File: config.mk
export PLATFORM = sky130hd
export DESIGN_NAME = lkvc_ram
export DESIGN_NICKNAME = d
export VERILOG_FILES = /design/src/rtl/lru_key_value_cache_assert.svh /design/src/rtl/lkvc_ram.sv
export SDC_FILE = /design/constraint.sdc
export NUM_CORES = 1
export LEC_CHECK = 0
export BUFFER_PORTS_ARGS = -buffer_cell sky130_fd_sc_hd__buf_4
export CORE_ASPECT_RATIO = 0.6
export CORE_UTILIZATION = 65
export DETAILED_ROUTE_END_ITERATION = 8
export PLACE_DENSITY = 0.83
export SLEW_MARGIN = 20
export SYNTH_ARGS = -nofsm -noshare
export SYNTH_HDL_FRONTEND = slang
export SYNTH_SLANG_ARGS = --single-unit
File: constraint.sdc
create_clock -name clock -period 4.1 [get_ports clock]
set_input_delay 0 -clock clock [delete_from_list [all_inputs] [get_ports clock]]
set_output_delay 0 -clock clock [all_outputs]
set_load 0.01 [all_outputs]
File: src/rtl/lru_key_value_cache_assert.svh
// assertion macros for the lru key/value cache
// no dependencies; included by the cache top level, which carries the assertions
`ifndef LRU_KEY_VALUE_CACHE_ASSERT_SVH
`define LRU_KEY_VALUE_CACHE_ASSERT_SVH

// same-cycle implication, disabled while reset is high
`define LKVC_ASSERT_NOW(lbl, clk, rst, ante, cons) \
   lbl: assert property (@(posedge clk) disable iff (rst) (ante) |-> (cons)) \
      else $error("lkvc same-cycle check failed");

// next-cycle implication, disabled while reset is high
`define LKVC_ASSERT_NEXT(lbl, clk, rst, ante, cons) \
   lbl: assert property (@(posedge clk) disable iff (rst) (ante) |=> (cons)) \
      else $error("lkvc next-cycle check failed");

`endif

File: src/rtl/lkvc_ram.sv
// generic single-write, single-read ram with registered read data
// no dependencies; instantiated for every store of the cache
module lkvc_ram #(
   parameter int WIDTH = 8,
   parameter int DEPTH = 16
) (
   input  logic                     clock,
   input  logic                     wr_en,
   input  logic [$clog2(DEPTH)-1:0] wr_addr,
   input  logic [WIDTH-1:0]         wr_data,
   input  logic [$clog2(DEPTH)-1:0] rd_addr,
   output logic [WIDTH-1:0]         rd_data
);

   logic [WIDTH-1:0] mem_ff [DEPTH];
   logic [WIDTH-1:0] rd_data_ff;

   // write port
   always_ff @(posedge clock) begin
      if (wr_en) begin
         mem_ff[wr_addr] <= wr_data;
      end
   end

   // registered read port
   always_ff @(posedge clock) begin
      rd_data_ff <= mem_ff[rd_addr];
   end

   assign rd_data = rd_data_ff;

endmodule

==> results.cfg <==
[outcome]
status = finished, final reports clean

[cells_and_area]
final_common_cell = edfxtp_1
area_delta_synth_final_pct = 16.0
seqCellArea_mm2 = 0.00400
final_cell_mix = 128 x edfxtp_1, 27 x buf_4, 18 x mux4_2
drive_gt1_frac = 0.238
multi_input_area_mm2 = 0.00107
fill_cells = 386
final_area_mm2 = 0.00597
antenna_cells = 0
nets = 291

[setup_path]
crit_fanout = 1
ff2ff_setup_slack_ns = 2.75
crit_arrival_ns = 1.65
cp_data_required_time_ns = 4.40
path_cells = mux4_1 > a22oi_1 > nand2_1
crit_family = multiplexers
critical_path.startpoint_type = flip-flop
cp.depth = 3
slowest_stage = mux4_1
cpPeakStageDelay_ns = 0.55
critical_path_class = flip-flop to flip-flop
cp_num_buf_inv = 0
worst_r2r_endpoint = rd_data[5]
critPathCaptureType = flip-flop
rr_startpoint = mem_ff[9][5]
ff2ff_path_depth = 3

[pwr]
leakagePower_nw = 2.00
switching_power_uw = 595
power_frac_comb = 0.052
p_sw_frac = 0.200
p_seq_frac = 0.525
power_frac_clock = 0.423
p_int_mw = 2.39
power_density_mw_per_mm2 = 500
power_mw = 2.98
ir_worst_vdd_uv = 402

[floorplanning]
core_area_mm2 = 0.00745
start_util = 0.691
die_height_um = 70.9
row_count = 24
io_pins = 26
dieArea_mm2 = 0.00829
dieWidth_um = 117

[drt]
vias = 2535
drt_pre_antenna_iters = 5
ant_nets = 0
wl_per_cell_um = 25.2
drc = 0
initialDrtViolationCount = 267
drt-vias-per-instance = 6.50
routed_wl_mm = 9.83

[yosys]
ys_seq_area_frac = 0.778
syn_inst = 229
synth_seq_cells = 136
yosys.area.top_type = edfxtp_1
synth.avg_cell_area_um2 = 22.5
ys_types = 19
synth_fp_nets = 247
mappedNetlistArea_mm2 = 0.00515
yosysWarningCount = 0
ys_top_cells_by_area = edfxtp_1 75%, mux4_2 7.9%, mux4_1 7.1%
synth_top_area_frac = 0.747

[sta]
max_slew.worst_pin.slew_ns = 0.986
setup_viol = 0
fmax_mhz = 738
skew_ns = 0.00612
rsz0062_at_grt = false
hold_viol = 0
timing.final.crit_share = 0.330
slew-limit-headroom = 0.340
maxSlewViolCount = 0
final.setup.tns_ns = 0
fin_crit_ns = 1.35

[grt]
grt_pass1_wl_mm = 14.6
track_usage = 0.272
antenna_found_initial = 0
grt_start_max_net_pins = 33
grt_pass1_vias = 2499
busiest_layer = met1
overflow = 0
met2_usage = 0.382
met3_usage = 0.0737
grt_use_met1 = 0.405

[placed_design]
dpl.hpwl_mm = 5.61
gp_congestion = 0.775
io_buffer_count = 25
placed_cell_area_mm2 = 0.00539

[flow_run]
drv_cap = 0

[clock_network]
cts_setup_buffers = 0
clock_path_buffers = 2
cts-resized-gates = 0
clk_pin_slew_ns = 0.05
clk_latency_ns = 0.41
cts_buffers = 17
root_buffer = clkbuf_16
tritoncts = done
cts.sinks = 136
cts-htree-levels = 4
cts_hold_buf = 8

[min_path]
holdPathEnd = mem_ff[0][6]
min_path_type = input pin to flip-flop
min_from = wr_addr[0]
hold_path_depth = 2
==> registers in the layout, summed over array words and instances, names as in the netlist <==
name,count
mem_ff,128
rd_data,8
==> cell usage after synthesis <==
cell             number
edfxtp_1            128
mux4_2               18
a22oi_1              16
mux4_1               14
nor2_1               13
nand2_1               9
dfxtp_1               8
nor3_1                4
buf_2                 3
buf_6                 3
clkdlybuf4s25_2       3
nand2b_1              2
nand3b_1              2
and2_1                1
and2b_1               1
buf_4                 1
nand3_1               1
nor2b_1               1
or3b_2                1
==> final cells by class <==
cell class,instances,area share
clock buffers,26,0.0769
clock inverters,6,0.00440
multi-input cells,83,0.179
flip-flops and latches,136,0.671
well taps,104,0.0218
repair buffers,35,0.0474
==> logic make-up (layout without fill, tap and decap cells) <==
kind of cell	after synthesis	after routing	share of synthesized area
DFF	136	136	0.778
and+or+nand+nor	35	35	0.0318
muxes	32	32	0.150
AOI/OAI and AO/OA	16	16	0.0233
buffers and inverters	10	67	0.0168
==> how the worst max path moves through the flow <==
stage,startpoint,to
after global routing,mem_ff[8][1],rd_data[1]
final,mem_ff[9][5],rd_data[5]
after detailed placement,wr_addr[2],mem_ff[0][2]
after floorplan,wr_addr[2],mem_ff[0][0]
after global placement,wr_addr[2],mem_ff[0][3]
after CTS,wr_addr[2],mem_ff[0][7]
==> metal layers <==
layer / share of wire / vias up
li1: - / 1060
met1: 0.43 / 1282
met2: 0.46 / 172
met3: 0.088 / 21
met4: 0.020 / 0
met5: 0 / -
==> power by group through the flow <==
stage	sequential (mW)	clock [mW]	combinational, mW
detailed placement	1.59	0	0.146
global route	1.57	1.33	0.167
global placement	1.59	0	0.143
floorplan	1.59	0	0.0789
finish	1.57	1.26	0.156
CTS	1.57	1.27	0.155
==> metrics by stage <==
| step | setup slack (ns) | hold WS [ns] | std cells | utilization |
|---|---|---|---|---|
| finish | 2.75 | 0.0250 | 390 | 0.802 |
| detailed placement | 2.23 | 0.310 | 350 | 0.724 |
| floorplan | 2.61 | 0.0989 | 229 | - |
| global placement | 2.29 | 0.305 | 350 | 0.724 |
| CTS | 2.64 | 0.0810 | 390 | 0.800 |
| global route | 2.70 | 0.0318 | 390 | 0.802 |
Power figures use the tool's default switching activity.
